==> src/rtl/core/waf_pkg.sv <==
`timescale 1ns / 1ps

package waf_pkg;

  localparam int SAMPLE_W    = 16;
  localparam int TERM_W      = 18;  // widest per-sample term, deviation up to 65535
  localparam int CFG_INDEX_W = 8;
  localparam int DEF_LEN_REQ = 8;

  // x / 5 for 0 <= x <= 2^17 as (x * 52429) >> 18, exact over that range
  localparam logic [15:0] FIFTH_MUL   = 16'd52429;
  localparam int          FIFTH_SHIFT = 18;
  localparam int          PROD_W      = TERM_W + 16;

  localparam logic signed [SAMPLE_W-1:0] SAT_MAX = 16'sd32767;

  localparam logic [CFG_INDEX_W-1:0] REG_WINDOW_LENGTH = 8'd0;
  localparam logic [CFG_INDEX_W-1:0] REG_AVERAGE_KIND  = 8'd1;

  typedef enum logic [1:0] {
    KIND_PLAIN     = 2'd0,
    KIND_WEIGHTED  = 2'd1,
    KIND_DEVIATION = 2'd2
  } kind_t;

  typedef enum logic [1:0] {
    CLS_HALF,
    CLS_FIFTH,
    CLS_FULL
  } class_t;

  typedef enum logic [1:0] {
    ST_IDLE,
    ST_WALK,
    ST_DIV,
    ST_DONE
  } state_t;

endpackage

==> src/rtl/core/windowed_average_filter.sv <==
`timescale 1ns / 1ps

// Moving average over the last window_length signed 16-bit samples, with three result
// kinds: plain mean, mean weighted by thirds (oldest third halved, middle third times
// 4/5) and mean absolute deviation from the reference carried with each sample. Every
// input transfer yields exactly one output transfer. The samples live in a circular
// buffer in a single-port synchronous RAM of MAX_WINDOW entries; slots not yet filled
// since the last length write read as zero, so no clearing pass is needed. An item
// goes from its input transfer to the output register by one RAM read per window
// entry through a three stage read/scale/accumulate pipe, then a restoring divider
// over the ACC_W = 18 + clog2(MAX_WINDOW) bit sum that retires one quotient bit per
// cycle. The block takes one item at a time; a finished result sits in the output
// register, so the next sample is taken while it waits. Configuration writes are
// taken while no item is in flight; a window_length write resets the window.
module windowed_average_filter
  import waf_pkg::*;
#(
  parameter int MAX_WINDOW = 64
) (
  input  logic                                      clk,
  input  logic                                      rst,
  // sample stream in
  input  logic                                      s_axis_tvalid,
  output logic                                      s_axis_tready,
  input  logic [31:0]                               s_axis_tdata,  // [15:0] sample, [31:16] reference
  // result stream out
  output logic                                      m_axis_tvalid,
  input  logic                                      m_axis_tready,
  output logic [15:0]                               m_axis_tdata,  // [15:0] average
  // register write channel
  input  logic                                      cfg_valid,
  output logic                                      cfg_ready,
  input  logic [CFG_INDEX_W-1:0]                    cfg_index,
  input  logic [$clog2(MAX_WINDOW + 1)-1:0]         cfg_data
);

  localparam int LEN_W   = $clog2(MAX_WINDOW + 1);
  localparam int ADDR_W  = $clog2(MAX_WINDOW);
  localparam int ACC_W   = TERM_W + ADDR_W;
  localparam int DCNT_W  = $clog2(ACC_W);
  localparam int DEF_LEN = (DEF_LEN_REQ <= MAX_WINDOW) ? DEF_LEN_REQ : MAX_WINDOW;

  // control state
  state_t              state, state_next;
  logic [LEN_W-1:0]    window_length;
  kind_t               average_kind;
  logic [LEN_W-1:0]    fill_count;
  logic [ADDR_W-1:0]   head;               // physical slot of the oldest sample once full

  // sample store
  logic signed [SAMPLE_W-1:0] window_store [MAX_WINDOW];
  logic signed [SAMPLE_W-1:0] mem_rdata;
  logic signed [SAMPLE_W-1:0] ref_level;

  // walk over the window
  logic [LEN_W-1:0]    issue_cnt;
  logic [ADDR_W-1:0]   rd_addr;
  logic [LEN_W+1:0]    third3;             // 3 * (issued index + 1)
  logic                s1_valid, s1_live;
  class_t              s1_cls;
  logic                s2_valid, s2_fifth, s2_neg;
  logic signed [TERM_W-1:0] s2_val;
  logic [PROD_W-1:0]   s2_prod;
  logic signed [ACC_W-1:0]  acc;

  // divider
  logic [LEN_W-1:0]    div_rem;
  logic [ACC_W-1:0]    div_quo;
  logic                div_neg;
  logic [DCNT_W-1:0]   div_cnt;

  // handshake and sequencing strobes
  logic item_accept, cfg_accept;
  logic walk_issue, walk_done, div_step, div_last, out_load;

  // ---------------------------------------------------------------------------
  // state machine
  // ---------------------------------------------------------------------------
  always_comb begin
    s_axis_tready = 1'b0;
    cfg_ready     = 1'b0;
    walk_issue    = 1'b0;
    walk_done     = 1'b0;
    div_step      = 1'b0;
    out_load      = 1'b0;
    case (state)
      ST_IDLE: begin
        cfg_ready     = 1'b1;
        s_axis_tready = !cfg_valid;  // a pending register write goes first
      end
      ST_WALK: begin
        walk_issue = (issue_cnt != window_length);
        walk_done  = (issue_cnt == window_length) && !s1_valid && !s2_valid;
      end
      ST_DIV: begin
        div_step = 1'b1;
      end
      ST_DONE: begin
        out_load = !m_axis_tvalid || m_axis_tready;
      end
      default: begin
        s_axis_tready = 1'b0;
      end
    endcase
  end

  assign item_accept = s_axis_tvalid && s_axis_tready;
  assign cfg_accept  = cfg_valid && cfg_ready;
  assign div_last    = (div_cnt == DCNT_W'(ACC_W - 1));

  always_comb begin
    state_next = state;
    case (state)
      ST_IDLE: if (item_accept) state_next = ST_WALK;
      ST_WALK: if (walk_done)   state_next = ST_DIV;
      ST_DIV:  if (div_last)    state_next = ST_DONE;
      ST_DONE: if (out_load)    state_next = ST_IDLE;
      default: state_next = ST_IDLE;
    endcase
  end

  always_ff @(posedge clk) begin
    if (rst) begin
      state <= ST_IDLE;
    end else begin
      state <= state_next;
    end
  end

  // ---------------------------------------------------------------------------
  // registers and window bookkeeping
  // ---------------------------------------------------------------------------
  logic                win_full;
  logic [ADDR_W-1:0]   head_wrap, wr_addr, head_after;

  assign win_full   = (fill_count == window_length);
  assign head_wrap  = (LEN_W'(head) == window_length - LEN_W'(1)) ? '0 : head + ADDR_W'(1);
  // while filling, the new sample goes to the next free slot and slot 0 stays oldest;
  // once full it overwrites the oldest slot and the oldest moves up by one
  assign wr_addr    = win_full ? head : fill_count[ADDR_W-1:0];
  assign head_after = win_full ? head_wrap : head;

  always_ff @(posedge clk) begin
    if (rst) begin
      window_length <= LEN_W'(DEF_LEN);
      average_kind  <= KIND_PLAIN;
      fill_count    <= '0;
      head          <= '0;
    end else if (cfg_accept) begin
      if (cfg_index == REG_WINDOW_LENGTH) begin
        if (cfg_data < LEN_W'(2) || cfg_data > LEN_W'(MAX_WINDOW)) begin
          window_length <= LEN_W'(DEF_LEN);
        end else begin
          window_length <= cfg_data;
        end
        fill_count <= '0;
        head       <= '0;
      end else if (cfg_index == REG_AVERAGE_KIND) begin
        case (cfg_data[1:0])
          2'd1:    average_kind <= KIND_WEIGHTED;
          2'd2:    average_kind <= KIND_DEVIATION;
          default: average_kind <= KIND_PLAIN;  // undefined kind falls back to plain
        endcase
      end
    end else if (item_accept) begin
      head <= head_after;
      if (!win_full) fill_count <= fill_count + LEN_W'(1);
    end
  end

  // sample RAM: written on the accepting cycle, read during the walk
  always_ff @(posedge clk) begin
    if (item_accept) window_store[wr_addr] <= $signed(s_axis_tdata[15:0]);
    if (walk_issue)  mem_rdata <= window_store[rd_addr];
  end

  // ---------------------------------------------------------------------------
  // read issue, oldest entry first
  // ---------------------------------------------------------------------------
  always_ff @(posedge clk) begin
    if (item_accept) begin
      ref_level <= $signed(s_axis_tdata[31:16]);
      issue_cnt <= '0;
      rd_addr   <= head_after;
      third3    <= (LEN_W + 2)'(3);
    end else if (walk_issue) begin
      issue_cnt <= issue_cnt + LEN_W'(1);
      rd_addr   <= (LEN_W'(rd_addr) == window_length - LEN_W'(1)) ? '0
                                                                   : rd_addr + ADDR_W'(1);
      third3    <= third3 + (LEN_W + 2)'(3);
    end
  end

  // index i is in the oldest third when i < L/3, i.e. 3(i+1) <= L; middle when 3(i+1) <= 2L
  always_ff @(posedge clk) begin
    if (rst) begin
      s1_valid <= 1'b0;
    end else begin
      s1_valid <= walk_issue;
    end
    if (walk_issue) begin
      s1_live <= (issue_cnt < fill_count);
      if (third3 <= (LEN_W + 2)'(window_length)) begin
        s1_cls <= CLS_HALF;
      end else if (third3 <= (LEN_W + 2)'({window_length, 1'b0})) begin
        s1_cls <= CLS_FIFTH;
      end else begin
        s1_cls <= CLS_FULL;
      end
    end
  end

  // ---------------------------------------------------------------------------
  // per-sample term
  // ---------------------------------------------------------------------------
  logic signed [SAMPLE_W-1:0] v, half_tmp, half;
  logic signed [TERM_W-1:0]   diff, term_next;
  logic [TERM_W-1:0]          mag, mag4;
  logic [PROD_W-1:0]          prod;

  always_comb begin
    v         = s1_live ? mem_rdata : '0;  // unfilled slots count as zero
    diff      = TERM_W'(v) - TERM_W'(ref_level);
    half_tmp  = v + $signed({{(SAMPLE_W - 1){1'b0}}, v[SAMPLE_W-1]});
    half      = half_tmp >>> 1;            // toward zero
    mag       = v[SAMPLE_W-1] ? TERM_W'(-TERM_W'(v)) : TERM_W'(v);
    mag4      = mag << 2;
    prod      = mag4 * FIFTH_MUL;
    term_next = TERM_W'(v);
    case (average_kind)
      KIND_DEVIATION: term_next = diff[TERM_W-1] ? -diff : diff;
      KIND_WEIGHTED: begin
        if (s1_cls == CLS_HALF) term_next = TERM_W'(half);
      end
      default: term_next = TERM_W'(v);
    endcase
  end

  always_ff @(posedge clk) begin
    if (rst) begin
      s2_valid <= 1'b0;
    end else begin
      s2_valid <= s1_valid;
    end
    if (s1_valid) begin
      s2_val   <= term_next;
      s2_fifth <= (average_kind == KIND_WEIGHTED) && (s1_cls == CLS_FIFTH);
      s2_neg   <= v[SAMPLE_W-1];
      s2_prod  <= prod;
    end
  end

  // ---------------------------------------------------------------------------
  // accumulate
  // ---------------------------------------------------------------------------
  logic [15:0]              fifth_q;
  logic signed [TERM_W-1:0] fifth_term, term;

  always_comb begin
    fifth_q    = s2_prod[PROD_W-1:FIFTH_SHIFT];
    fifth_term = s2_neg ? -$signed(TERM_W'(fifth_q)) : $signed(TERM_W'(fifth_q));
    term       = s2_fifth ? fifth_term : s2_val;
  end

  always_ff @(posedge clk) begin
    if (item_accept) begin
      acc <= '0;
    end else if (s2_valid) begin
      acc <= acc + ACC_W'(term);
    end
  end

  // ---------------------------------------------------------------------------
  // restoring divide of |sum| by the window length, one quotient bit per cycle
  // ---------------------------------------------------------------------------
  logic [LEN_W:0] trial, trial_sub;
  logic           trial_ge;

  always_comb begin
    trial     = {div_rem, div_quo[ACC_W-1]};
    trial_sub = trial - {1'b0, window_length};
    trial_ge  = (trial >= {1'b0, window_length});
  end

  always_ff @(posedge clk) begin
    if (walk_done) begin
      div_quo <= acc[ACC_W-1] ? ACC_W'(-acc) : ACC_W'(acc);
      div_neg <= acc[ACC_W-1];
      div_rem <= '0;
      div_cnt <= '0;
    end else if (div_step) begin
      div_rem <= trial_ge ? trial_sub[LEN_W-1:0] : trial[LEN_W-1:0];
      div_quo <= {div_quo[ACC_W-2:0], trial_ge};
      div_cnt <= div_cnt + DCNT_W'(1);
    end
  end

  // ---------------------------------------------------------------------------
  // result register
  // ---------------------------------------------------------------------------
  logic [15:0] quo16, result;

  always_comb begin
    quo16 = div_quo[15:0];
    if (average_kind == KIND_DEVIATION && div_quo > ACC_W'(SAT_MAX)) begin
      result = SAT_MAX;  // deviation mean beyond 16-bit range saturates
    end else begin
      result = div_neg ? -quo16 : quo16;
    end
  end

  always_ff @(posedge clk) begin
    if (rst) begin
      m_axis_tvalid <= 1'b0;
    end else if (out_load) begin
      m_axis_tvalid <= 1'b1;
    end else if (m_axis_tready) begin
      m_axis_tvalid <= 1'b0;
    end
    if (out_load) m_axis_tdata <= result;
  end

endmodule

==> config.mk <==
export PLATFORM = sky130hd
export DESIGN_NAME = windowed_average_filter
export DESIGN_NICKNAME = d
export VERILOG_FILES = /design/src/rtl/core/waf_pkg.sv /design/src/rtl/core/windowed_average_filter.sv
export SDC_FILE = /design/constraint.sdc
export NUM_CORES = 2
export LEC_CHECK = 0
export BUFFER_PORTS_ARGS = -buffer_cell sky130_fd_sc_hd__buf_2
export CORE_MARGIN = 3
export CORE_UTILIZATION = 30
export DETAILED_ROUTE_END_ITERATION = 12
export GPL_TIMING_DRIVEN = 0
export PLACE_DENSITY = 0.48
export SKIP_CTS_REPAIR_TIMING = 1
export SLEW_MARGIN = 15
export SYNTH_ARGS = -nofsm -noshare
export SYNTH_HDL_FRONTEND = slang
export SYNTH_SLANG_ARGS = --single-unit
export TNS_END_PERCENT = 100
==> constraint.sdc <==
create_clock -name clk -period 11.1 [get_ports clk]
set_input_delay 0.555 -clock clk [delete_from_list [all_inputs] [get_ports clk]]
set_output_delay 0.555 -clock clk [all_outputs]
set_load 0.01 [all_outputs]
==> metrics <==
Max-cap violations=0; largest net degree at the start of global routing=65; relative slew slack=25.8%; Cells after Synth=between 3k and 4k; minimum hold slack=~100 ps; vias per inst=around 4.9; number of remaining DRC errors=0; hold path depth=1; Die X-Extent=between 400 and 500 um; Hold Path Origin=s_axis_tdata[26]; Crit path depth=24; Worst-Margin Slew=1110 ps; most common cell after layout, fill and taps aside=edfxtp_1; Sequential Area=35900 um2; FMAX=0.118 GHz; hold crit path type=in2reg; Routed WL=around 150 mm; Total GRT Usage=15.4%; syn_area_per_cell=approximately 16 um2; Placer Congestion=approximately 0.8; min Tclk post-route=roughly 8500 ps; Seq cells post-synth=approximately 1.2k; r2r setup slk=between 2000 and 3000 ps; Yosys cell types=83; register area share after synthesis=approximately 63%; setup TNS=0 ps; DIE AREA=approximately 200000 um2; worst r2r src=mem_rdata[3]; grt ovf=0; drt pass-1 iters=5; cell count after placement=around 6.2k; Ys Warns=0; CP Cell Sequence=clkbuf_1 -> or4_1 -> o31ai_1 -> nand2b_1 -> or3_1 -> or4_1 -> inv_1 -> ha_1 -> ha_1 -> fa_1 -> fa_1 -> fa_1 -> inv_1 -> fa_1 -> inv_1 -> ha_1 -> nand4_1 -> o221ai_1 -> a31oi_1 -> o21ai_1 -> a22oi_1 -> o221ai_1 -> and4_1 -> nor3_1; most used flip-flop cell after synthesis=edfxtp_1; max incr delay on CP=roughly 760 ps; Site Rows=159; Post-DP HPWL=109 mm; CTS buffer count=roughly 130; non-filler cells, final=between 6k and 7k; Worst Setup Start Kind=register; CP Max Fanout=8; Crit Path Class=reg2reg; antenna viol nets, final=0; CP endpoint kind=register; placed cell areas=a little over 60000 um2; most frequent cells in the layout=1142 x edfxtp_1, 324 x mux4_2, 236 x inv_1, 210 x ha_1, 154 x nor2_1; Slew Viols, Final=0; H-tree Lvls=4; initial antenna violation count=10; WP data arrival=8990 ps; Max Root-Sink Buffers=3; worst path bufs/invs=4; Worst-path clk slew=approximately 60 ps; design area=approximately 66000 um2; unrepaired setup endpoints after global routing=no; status=finished clean; Clock Latency Late Sink=about 760 ps; Slowest-stage cell, CP=or4_1; Clock Sinks=roughly 1.2k; Clock Skew=between 40 and 50 ps; top-area cell type share of the netlist area=60.2%; worst path required time=between 10000 and 15000 ps; total number of vias=between 30k and 40k; Post-synth EDFFs=~1.1k; number of global-route vias before repair=~32k; I/O pin cnt=between 70 and 80; worst flop-to-flop path endpoint=s2_prod[33]; starting density of the core=a little under a third; post-synth net total=approximately 4k; die height=between 400 and 500 um; root buffer cell=clkbuf_16; synthesized area=57000 um2; # nets final=4179; top cells by area, synth=edfxtp_1 60%, mux4_2 13%, ha_1 4.6%; CTS tree=built; Hold Vio Cnt, Final=0; area leader, netlist=edfxtp_1; Setup Viol. Count Final=0; share of cells above drive strength 1=between 10% and 20%; FILL cells=17.9k; wire per inst=23.6 um; area of the multi-input gates=19800 um2; Worst Hold End=ref_level[10]; async set-reset flop share out of synthesis=0%; Synth-to-Final Area Change=15.6%; fin crit share=about three quarters; core box area=about 190000 um2; Worst path top cell family by delay=adder cells; Iter 0 DRT Violations=~2.6k; Port Buffer Count=70; cell mode on critical path=fa_1; Worst R2R Path Depth=24; first-pass GRT wire length=approximately 220 mm
-- registers in the layout, indices dropped and copies added (netlist names), 9 cells and up --
name	flops
mem_rdata	16
div_quo	24
third3	9
s2_val	18
acc	24
s2_prod	16
ref_level	16
m_axis_tdata	16
window_store	1024
-- metal layers --
layer  wire, um  GRT usage, %  part of all wire (%)  vias up
met1      69600          21.6                    46    16526
li1           -             -                     -    14416
met2      72700          25.2                    48      702
met4       2950          3.57                   1.9        4
met3       7010          2.65                   4.6      169
met5         31             0                 0.020        -
-- how the worst max path moves through the flow --
stage | start | end | slack, ps
after global placement | mem_rdata[7] | s2_prod[33] | 2580
after floorplan | mem_rdata[4] | s2_prod[33] | 3920
after global routing | mem_rdata[3] | s2_prod[33] | 2140
after detailed placement | mem_rdata[7] | s2_prod[33] | 2520
final | mem_rdata[3] | s2_prod[33] | 2640
after CTS | mem_rdata[7] | s2_prod[33] | 2500
-- layout make-up --
cell class,instances,area share [%]
Antenna cell,6,0.0228
Buffer,155,0.921
Inverter,238,1.36
Clock inverter,84,1.09
Multi-Input combinational cell,1939,30.1
Timing Repair Buffer,152,2.12
Sequential cell,1221,54.4
Tap cell,2495,4.74
Clock buffer,156,5.25
-- per-stage QoR --
step	utilization (%)	setup WS, ps
after CTS	34.9	2500
after global placement	32.1	2580
after floorplan	-	3920
after global routing	35.0	2140
final	35.0	2640
after detailed placement	32.7	2520
-- kinds of logic (layout without fill, tap and decap cells) --
family                   count (synthesis)  after routing  synth area share, %
buffers and inverters                  393            785                 2.61
adder cells (fa/ha/maj)                287            287                 7.31
AND/OR/NAND/NOR                        658            658                 5.66
flip-flops                            1221           1221                 62.9
AO/OA/AOI/OAI                          431            431                 4.88
multiplexers                           370            370                 13.6
other                                    0              6                    0
XOR/XNOR                               193            193                 2.97
-- Yosys cell counts (5+ instances only) --
library cell	instances
nand2_1	148
inv_1	236
o41ai_1	7
nand2b_1	29
a22oi_1	11
a211oi_1	14
clkbuf_1	105
xor2_1	103
nor2_1	216
or3_1	25
o21ai_0	94
fa_1	77
o21a_1	21
edfxtp_1	1142
and4_1	7
a21o_1	28
o31ai_1	22
ha_1	210
nand3_1	47
or2_2	9
and2_1	7
o22ai_1	21
nor4_1	12
o211ai_1	20
nand3b_1	10
buf_1	39
mux2i_1	40
or4_1	26
dfxtp_1	79
mux4_2	324
mux2_2	5
xnor2_1	90
nor2b_1	23
nor3_1	41
o21bai_1	8
and3_1	15
a31oi_1	18
o221ai_1	10
nand4_1	23
buf_2	10
a21oi_1	111
nand4b_1	5
Power is left out: the tool's default activity adds up to more than one toggle a clock period on the data nets, which glitch-free logic cannot reach.
